## src/rtl/fralu_pkg.sv

```systemverilog
// Shared types, constants and the saturating helper function of the fraction ALU.
`timescale 1ns / 1ps
package fralu_pkg;

    localparam int WIDE_W = 64;
    localparam int RES_W  = 32;

    typedef logic signed [WIDE_W-1:0] wide_t;
    typedef logic signed [RES_W-1:0]  res_t;

    localparam logic [1:0] OP_ADD = 2'd0;
    localparam logic [1:0] OP_SUB = 2'd1;
    localparam logic [1:0] OP_MUL = 2'd2;
    localparam logic [1:0] OP_DIV = 2'd3;

    function automatic res_t sat32(input wide_t v);
        wide_t hi;
        wide_t lo;
        res_t  r;
        hi = WIDE_W'(signed'({1'b0, {(RES_W-1){1'b1}}}));
        lo = -hi - WIDE_W'(1);
        if (v > hi)
        begin
            r = {1'b0, {(RES_W-1){1'b1}}};
        end
        else if (v < lo)
        begin
            r = {1'b1, {(RES_W-1){1'b0}}};
        end
        else
        begin
            r = v[RES_W-1:0];
        end
        return r;
    endfunction

endpackage

```

## src/rtl/fralu_mul.sv

```systemverilog
// Registered signed multiplier shared by all cross products.
`timescale 1ns / 1ps
module fralu_mul #(
    parameter int OPERAND_WIDTH = 16
) (
    input  logic                            clk,
    input  logic signed [OPERAND_WIDTH-1:0] x,
    input  logic signed [OPERAND_WIDTH-1:0] y,
    output fralu_pkg::wide_t                prod
);
    import fralu_pkg::*;

    logic signed [2*OPERAND_WIDTH-1:0] full;
    wide_t prod_reg;
    wide_t prod_next;

    assign full      = x * y;
    assign prod_next = WIDE_W'(full);

    always_ff @(posedge clk)
    begin
        prod_reg <= prod_next;
    end

    assign prod = prod_reg;
endmodule

```

## src/rtl/fralu_div.sv

```systemverilog
// Bit-serial truncating signed divider giving quotient and remainder.
`timescale 1ns / 1ps
module fralu_div (
    input  logic             clk,
    input  logic             rst_n,
    input  logic             start,
    input  fralu_pkg::wide_t dividend,
    input  fralu_pkg::wide_t divisor,
    output logic             done,
    output fralu_pkg::wide_t quot,
    output fralu_pkg::wide_t rem
);
    import fralu_pkg::*;

    logic [WIDE_W-1:0] n_reg, n_next;
    logic [WIDE_W-1:0] d_reg, d_next;
    logic [WIDE_W-1:0] r_reg, r_next;
    logic [6:0]        cnt_reg, cnt_next;
    logic              done_reg, done_next;
    logic              negq_reg, negq_next;
    logic              negr_reg, negr_next;
    logic [WIDE_W:0]   shifted;
    logic [WIDE_W:0]   trial;

    assign shifted = {r_reg, n_reg[WIDE_W-1]};
    assign trial   = shifted - {1'b0, d_reg};

    always_comb
    begin
        n_next    = n_reg;
        d_next    = d_reg;
        r_next    = r_reg;
        cnt_next  = cnt_reg;
        done_next = 1'b0;
        negq_next = negq_reg;
        negr_next = negr_reg;
        if (start)
        begin
            n_next    = dividend[WIDE_W-1] ? -dividend : dividend;
            d_next    = divisor[WIDE_W-1] ? -divisor : divisor;
            r_next    = '0;
            cnt_next  = 7'(WIDE_W);
            negq_next = dividend[WIDE_W-1] ^ divisor[WIDE_W-1];
            negr_next = dividend[WIDE_W-1];
        end
        else if (cnt_reg != '0)
        begin
            if (trial[WIDE_W])
            begin
                r_next = shifted[WIDE_W-1:0];
                n_next = {n_reg[WIDE_W-2:0], 1'b0};
            end
            else
            begin
                r_next = trial[WIDE_W-1:0];
                n_next = {n_reg[WIDE_W-2:0], 1'b1};
            end
            cnt_next = cnt_reg - 7'd1;
            if (cnt_reg == 7'd1)
            begin
                done_next = 1'b1;
            end
        end
    end

    always_ff @(posedge clk or negedge rst_n)
    begin
        if (!rst_n)
        begin
            cnt_reg  <= '0;
            done_reg <= 1'b0;
        end
        else
        begin
            cnt_reg  <= cnt_next;
            done_reg <= done_next;
        end
    end

    always_ff @(posedge clk)
    begin
        n_reg    <= n_next;
        d_reg    <= d_next;
        r_reg    <= r_next;
        negq_reg <= negq_next;
        negr_reg <= negr_next;
    end

    assign done = done_reg;
    assign quot = negq_reg ? -wide_t'(n_reg) : wide_t'(n_reg);
    assign rem  = negr_reg ? -wide_t'(r_reg) : wide_t'(r_reg);
endmodule

```

## src/rtl/fraction_alu_with_reduction.sv

```systemverilog
// Top level of the fraction ALU: operand capture, sequencer and result register.
`timescale 1ns / 1ps
// The block takes one transaction on the input channel (in_valid, in_stall): an opcode
// and two signed fractions. It adds, subtracts, multiplies or divides them by cross
// multiplication and reduces the result by Euclid's algorithm with truncating remainders.
// A zero input denominator is taken as one. A zero result denominator sets status and
// clears both result fields.
// One shared multiplier forms the cross products one after another. One bit-serial
// divider of 64 steps serves every Euclid step and the two final divisions by the
// divisor found; a zero result denominator skips the divider. in_stall is high from
// acceptance until the result is written to the output register.
// The result leaves on the output channel (out_valid, out_stall) from a register; a new
// item may be accepted while the previous result still waits there. When the receiver
// stalls, the result holds and a finished second result waits inside until taken.
// Reset clears the sequencer and the output valid flag.
module fraction_alu_with_reduction #(
    parameter int OPERAND_WIDTH = 16
) (
    input  logic                            clk,
    input  logic                            rst_n,
    input  logic                            in_valid,
    output logic                            in_stall,
    input  logic [1:0]                      opcode,
    input  logic signed [OPERAND_WIDTH-1:0] a_num,
    input  logic signed [OPERAND_WIDTH-1:0] a_den,
    input  logic signed [OPERAND_WIDTH-1:0] b_num,
    input  logic signed [OPERAND_WIDTH-1:0] b_den,
    output logic                            out_valid,
    input  logic                            out_stall,
    output fralu_pkg::res_t                 res_num,
    output fralu_pkg::res_t                 res_den,
    output logic                            status
);
    import fralu_pkg::*;

    localparam logic [3:0] ST_IDLE = 4'd0;
    localparam logic [3:0] ST_M1   = 4'd1;
    localparam logic [3:0] ST_M2   = 4'd2;
    localparam logic [3:0] ST_M3   = 4'd3;
    localparam logic [3:0] ST_M4   = 4'd4;
    localparam logic [3:0] ST_GCD  = 4'd5;
    localparam logic [3:0] ST_GW   = 4'd6;
    localparam logic [3:0] ST_QS   = 4'd7;
    localparam logic [3:0] ST_QW   = 4'd8;
    localparam logic [3:0] ST_DS   = 4'd9;
    localparam logic [3:0] ST_DW   = 4'd10;
    localparam logic [3:0] ST_DONE = 4'd11;

    localparam logic signed [OPERAND_WIDTH-1:0] ONE = OPERAND_WIDTH'(1);

    logic [3:0] st_reg, st_next;
    logic [1:0] op_reg, op_next;
    logic signed [OPERAND_WIDTH-1:0] an_reg, an_next, ad_reg, ad_next;
    logic signed [OPERAND_WIDTH-1:0] bn_reg, bn_next, bd_reg, bd_next;
    wide_t p1_reg, p1_next, p2_reg, p2_next;
    wide_t num_reg, num_next, den_reg, den_next;
    wide_t a_reg, a_next, b_reg, b_next, g_reg, g_next;
    res_t  rn_reg, rn_next, rd_reg, rd_next;
    logic  st_flag_reg, st_flag_next;
    logic  ov_reg, ov_next;
    res_t  on_reg, on_next, od_reg, od_next;
    logic  os_reg, os_next;

    logic signed [OPERAND_WIDTH-1:0] mx, my;
    wide_t prod;
    logic  div_start, div_done;
    wide_t div_a, div_b, quot, rem;
    wide_t cn, cd;
    logic  out_free;

    fralu_mul #(.OPERAND_WIDTH(OPERAND_WIDTH)) u_mul (
        .clk  (clk),
        .x    (mx),
        .y    (my),
        .prod (prod)
    );

    fralu_div u_div (
        .clk      (clk),
        .rst_n    (rst_n),
        .start    (div_start),
        .dividend (div_a),
        .divisor  (div_b),
        .done     (div_done),
        .quot     (quot),
        .rem      (rem)
    );

    assign in_stall = (st_reg != ST_IDLE);
    assign out_free = !ov_reg || !out_stall;

    always_comb
    begin
        mx = an_reg;
        my = bd_reg;
        unique case (st_reg)
            ST_M1:
            begin
                mx = an_reg;
                my = (op_reg == OP_MUL) ? bn_reg : bd_reg;
            end
            ST_M2:
            begin
                mx = ad_reg;
                my = bn_reg;
            end
            ST_M3:
            begin
                mx = ad_reg;
                my = bd_reg;
            end
            default:
            begin
                mx = an_reg;
                my = bd_reg;
            end
        endcase
    end

    always_comb
    begin
        unique case (op_reg)
            OP_ADD:
            begin
                cn = p1_reg + p2_reg;
                cd = prod;
            end
            OP_SUB:
            begin
                cn = p1_reg - p2_reg;
                cd = prod;
            end
            OP_MUL:
            begin
                cn = p1_reg;
                cd = prod;
            end
            default:
            begin
                cn = p1_reg;
                cd = p2_reg;
            end
        endcase
    end

    always_comb
    begin
        div_start = 1'b0;
        div_a     = a_reg;
        div_b     = b_reg;
        unique case (st_reg)
            ST_GCD:
            begin
                div_start = (b_reg != '0);
            end
            ST_QS:
            begin
                div_start = 1'b1;
                div_a     = num_reg;
                div_b     = g_reg;
            end
            ST_DS:
            begin
                div_start = 1'b1;
                div_a     = den_reg;
                div_b     = g_reg;
            end
            default:
            begin
                div_start = 1'b0;
            end
        endcase
    end

    always_comb
    begin
        st_next      = st_reg;
        op_next      = op_reg;
        an_next      = an_reg;
        ad_next      = ad_reg;
        bn_next      = bn_reg;
        bd_next      = bd_reg;
        p1_next      = p1_reg;
        p2_next      = p2_reg;
        num_next     = num_reg;
        den_next     = den_reg;
        a_next       = a_reg;
        b_next       = b_reg;
        g_next       = g_reg;
        rn_next      = rn_reg;
        rd_next      = rd_reg;
        st_flag_next = st_flag_reg;
        ov_next      = ov_reg;
        on_next      = on_reg;
        od_next      = od_reg;
        os_next      = os_reg;

        if (ov_reg && !out_stall)
        begin
            ov_next = 1'b0;
        end

        unique case (st_reg)
            ST_IDLE:
            begin
                if (in_valid)
                begin
                    op_next = opcode;
                    an_next = a_num;
                    ad_next = (a_den == '0) ? ONE : a_den;
                    bn_next = b_num;
                    bd_next = (b_den == '0) ? ONE : b_den;
                    st_next = ST_M1;
                end
            end
            ST_M1:
            begin
                st_next = ST_M2;
            end
            ST_M2:
            begin
                p1_next = prod;
                st_next = ST_M3;
            end
            ST_M3:
            begin
                p2_next = prod;
                st_next = ST_M4;
            end
            ST_M4:
            begin
                num_next = cn;
                den_next = cd;
                a_next   = cn;
                b_next   = cd;
                if (cd == '0)
                begin
                    rn_next      = '0;
                    rd_next      = '0;
                    st_flag_next = 1'b1;
                    st_next      = ST_DONE;
                end
                else
                begin
                    st_flag_next = 1'b0;
                    st_next      = ST_GCD;
                end
            end
            ST_GCD:
            begin
                if (b_reg == '0)
                begin
                    g_next  = a_reg;
                    st_next = ST_QS;
                end
                else
                begin
                    st_next = ST_GW;
                end
            end
            ST_GW:
            begin
                if (div_done)
                begin
                    a_next  = b_reg;
                    b_next  = rem;
                    st_next = ST_GCD;
                end
            end
            ST_QS:
            begin
                st_next = ST_QW;
            end
            ST_QW:
            begin
                if (div_done)
                begin
                    rn_next = sat32(quot);
                    st_next = ST_DS;
                end
            end
            ST_DS:
            begin
                st_next = ST_DW;
            end
            ST_DW:
            begin
                if (div_done)
                begin
                    rd_next = sat32(quot);
                    st_next = ST_DONE;
                end
            end
            ST_DONE:
            begin
                if (out_free)
                begin
                    ov_next = 1'b1;
                    on_next = rn_reg;
                    od_next = rd_reg;
                    os_next = st_flag_reg;
                    st_next = ST_IDLE;
                end
            end
            default:
            begin
                st_next = ST_IDLE;
            end
        endcase
    end

    always_ff @(posedge clk or negedge rst_n)
    begin
        if (!rst_n)
        begin
            st_reg <= ST_IDLE;
            ov_reg <= 1'b0;
        end
        else
        begin
            st_reg <= st_next;
            ov_reg <= ov_next;
        end
    end

    always_ff @(posedge clk)
    begin
        op_reg      <= op_next;
        an_reg      <= an_next;
        ad_reg      <= ad_next;
        bn_reg      <= bn_next;
        bd_reg      <= bd_next;
        p1_reg      <= p1_next;
        p2_reg      <= p2_next;
        num_reg     <= num_next;
        den_reg     <= den_next;
        a_reg       <= a_next;
        b_reg       <= b_next;
        g_reg       <= g_next;
        rn_reg      <= rn_next;
        rd_reg      <= rd_next;
        st_flag_reg <= st_flag_next;
        on_reg      <= on_next;
        od_reg      <= od_next;
        os_reg      <= os_next;
    end

    assign out_valid = ov_reg;
    assign res_num   = on_reg;
    assign res_den   = od_reg;
    assign status    = os_reg;
endmodule

```

## config.mk

```make
export PLATFORM = sky130hd
export DESIGN_NAME = fraction_alu_with_reduction
export DESIGN_NICKNAME = d
export VERILOG_FILES = /design/src/rtl/fralu_pkg.sv /design/src/rtl/fralu_mul.sv /design/src/rtl/fralu_div.sv /design/src/rtl/fraction_alu_with_reduction.sv
export SDC_FILE = /design/constraint.sdc
export NUM_CORES = 2
export LEC_CHECK = 0
export BUFFER_PORTS_ARGS = -buffer_cell sky130_fd_sc_hd__buf_4
export CORE_MARGIN = 2
export CORE_UTILIZATION = 35
export CTS_CLUSTER_DIAMETER = 200
export CTS_CLUSTER_SIZE = 30
export DETAILED_ROUTE_END_ITERATION = 8
export REMOVE_ABC_BUFFERS = 1
export SLEW_MARGIN = 25
export SYNTH_ARGS = -nofsm -noshare
export SYNTH_HDL_FRONTEND = slang
export SYNTH_HIERARCHICAL = 1
export SYNTH_SLANG_ARGS = --single-unit
```

## constraint.sdc

```tcl
create_clock -name clk -period 16.8 [get_ports clk]
set_clock_uncertainty 0.1 [all_clocks]
set_input_delay 2.52 -clock clk [delete_from_list [all_inputs] [get_ports clk]]
set_output_delay 2.52 -clock clk [all_outputs]
set_load 0.03 [all_outputs]
```

==> results.md <==
- TritonCTS buffer count: 35
- Fin Setup TNS: 0 ns
- Max H-tree Level: 2
- Cell count after synthesis: 5748
- Crit end category: register
- Nets@finish: 6188
- Initial DRC Count: 3707
- VDD IR-drop max: 0.105 mV
- Largest net degree at the start of global routing: 129
- Clock root buffer: clkbuf_16
- Cell Rows: 150
- RePlAce Congestion: 0.932
- Top_reg_cell synth: edfxtp_1
- Detailed Routing Iterations Pass 1: 5
- Post-Place Cell Area: 0.0620 mm2
- Setup violators final: 0
- Seq pwr share: 67.2%
- Leak: 23.2 nW
- Final Slew Violations: 0
- Fin. Hold Viols: 0
- Warnings from Yosys: 6
- Sequential fraction of the synthesis area: 43.1%
- TritonCTS Sinks: 883
- Crit Path Category: register to register
- TritonCTS clock tree: done
- Synthesis-to-layout area growth: 6.73%
- CTS max path bufs: 3
- PortBufs: 136
- Flop and latch count out of synthesis: 883
- Synth Cell Area: 0.0591 mm2
- Clk_lat worst skew: 0.67 ns
- Final Instance Area: 0.0631 mm2
- Sw Share: 20.7%
- Die height: 415 um
- Unrepaired setup endpoints after global routing: no
- DP HPWL: 136000 um
- Hold Slack: 0.325 ns
- Critical Path Max Stage Delay: 1.04 ns
- Power per Cell Area: 55.5 mW/mm2
- Max_slew headroom: 31.6%
- Hold WC Path Type: register to register
- Remaining Overflow, GRT: 0
- Critical Path RT: 17.24 ns
- DRC violation count after routing: 0
- Total GRT Usage: 19.8%
- Die Area: 0.172 mm2
- Final ANT Viol Nets: 0
- CP most frequent cell: fa_1
- Crit-path max FO: 29
- Max-cap violation count: 0
- I/O pins: 137
- Routed via count: 43000
- Final Cycle Share: 54.1%
- Share of post-route cells with drive strength above 1: 9.83%
- CP cell instances: inv_1, nor4b_1, o21ai_4, mux2_2, nand2_1, inv_1, fa_1, fa_1, fa_1, fa_1, fa_1, inv_1, fa_1, inv_1, ha_1, nand4_2, nor4_1, a211oi_1, a21boi_2, a21oi_2, o211ai_1, a211oi_1, nor2_1
- Drt wl/cell: 22.3 um
- Worst setup SP type: register
- Int Pwr: 2.78 mW
- Yosys cell types: 104
- Setup Fix Bufs, Post-CTS: 0
- Logic pwr share: 0.7%
- Status: completed
- Clock Power Share: 32.1%
- Slowest CP cell: edfxtp_1
- Worst-margin pin slew: 1.03 ns
- R2R Setup Slk: 7.71 ns
- Overall Power: 3.50 mW
- Async SR Flop Fraction: 1.47%
- Mapped Avg Cell Area: 10.3 um2
- # hold bufs at CTS: 0
- Vias in the first global route: 42000
- Post-cts resize count: 0
- CORE AREA: 0.167 mm2
- First-pass GRT wire length: 264000 um
- Fill count: 16600
- Clock-pin slew on the worst setup and hold paths: 0.12 ns
- Initial antenna violation count: 4
- Layout Utilization: 37.7%
- Initial core utilization: 35.3%
- Tmin final: 9.09 ns
- Post-synth EDFFs: 774
- NetSw: 0.725 mW
- Die W: 415 um
- Vias per cell: 5.47
- Overall routed net length: 175000 um
- Max Clk Rate: 0.110 GHz
- Critical path arrival: 9.53 ns
==> routing by layer <==
metal | share of wire (%) | track usage (%)
met2 | 48 | 33.3
met5 | 0.018 | 0
met3 | 5.8 | 2.61
met4 | 4.9 | 8.91
met1 | 42 | 25.4
==> cell type report <==
cell class | count | area [um2] | share of cell area [%]
Antenna cell | 4 | 10.0 | 0.0159
Timing Repair Buffer | 190 | 1440 | 2.28
Tap cell | 2204 | 2760 | 4.37
Clock buffer | 60 | 970 | 1.54
Multi-Input combinational cell | 4102 | 30800 | 48.8
Clock inverter | 3 | 48.8 | 0.0774
Sequential cell | 883 | 25500 | 40.4
Inverter | 426 | 1600 | 2.54
==> worst paths after layout <==
check	endpoint	cells past startpoint	start
max	u_mul/prod[28]	23	op_reg[1]
min	res_num[16]	0	rn_reg[16]
max reg2reg	u_mul/prod[28]	23	op_reg[1]
min reg2reg	res_num[16]	0	rn_reg[16]
max in group asynchronous	st_reg[1]	1	rst_n
min in group asynchronous	u_div/cnt_reg[3]	1	rst_n
==> placed cells by master (no fill, tap or decap), drive strengths merged, types with 52 or more instances in the layout <==
cell	count
xnor2	312
a21oi	317
edfxtp	774
nand2	665
dfxtp	96
nor4	84
nor3	81
a22oi	67
fa	264
mux2	232
or3	83
ha	216
and2	133
xor2	146
o21ai	288
clkbuf	60
nand3	60
o31ai	107
a21o	52
nand4	83
buf	190
inv	429
nor2	433
==> critical path: cells and delay by family (launching register included) <==
kind	cells	cell delay, ns
adder cells (fa/ha/maj)	7	3.71
AO/OA/AOI/OAI	6	1.48
AND/OR/NAND/NOR	5	1.16
flip-flops	1	1.04
buffers and inverters	4	0.94
multiplexers	1	0.51
==> power by group through the flow <==
stage                     clock (mW)  combinational, mW  sequential [mW]
after floorplan                    0            0.00481             2.40
after global placement             0             0.0236             2.40
after detailed placement           0             0.0238             2.40
after CTS                       1.15             0.0238             2.35
after global routing            1.21             0.0260             2.35
final                           1.12             0.0235             2.35
==> cell families (layout without fill, tap and decap cells) <==
kind of cell	after synthesis	in the layout	share of synthesized area [%]
AOI/OAI and AO/OA	1117	1117	12.1
xor gates and xnor gates	458	458	6.80
adders and majority gates	480	480	13.5
buffers and inverters	763	679	5.13
DFF	883	883	43.1
muxes	262	262	4.93
other	0	4	0
and+or+nand+nor	1785	1785	14.4
==> per-stage QoR <==
step / cells / setup WS (ns)
2_1_floorplan: 5411 / 1.98
3_3_place_gp: 7805 / 7.74
3_5_place_dp: 7805 / 7.63
4_1_cts: 7868 / 7.61
5_1_grt: 7869 / 7.21
6_report: 7872 / 7.71
==> cell usage after synthesis (76+ instances only) <==
| cell | n | area share, % |
|---|---|---|
| a21oi_1 | 312 | 2.6 |
| and2_1 | 132 | 1.4 |
| clkbuf_1 | 279 | 1.8 |
| dfxtp_1 | 96 | 3.3 |
| edfxtp_1 | 774 | 39 |
| fa_1 | 264 | 8.9 |
| ha_1 | 216 | 4.6 |
| inv_1 | 426 | 2.7 |
| mux2_2 | 232 | 4.4 |
| nand2_1 | 663 | 4.2 |
| nand4_1 | 82 | 0.87 |
| nor2_1 | 431 | 2.7 |
| nor3_1 | 81 | 0.69 |
| nor4_1 | 79 | 0.84 |
| o21ai_0 | 261 | 2.2 |
| o31ai_1 | 98 | 1.2 |
| or3_1 | 76 | 0.80 |
| xnor2_1 | 311 | 4.6 |
| xor2_1 | 146 | 2.2 |
Power figures use the tool's default switching activity.
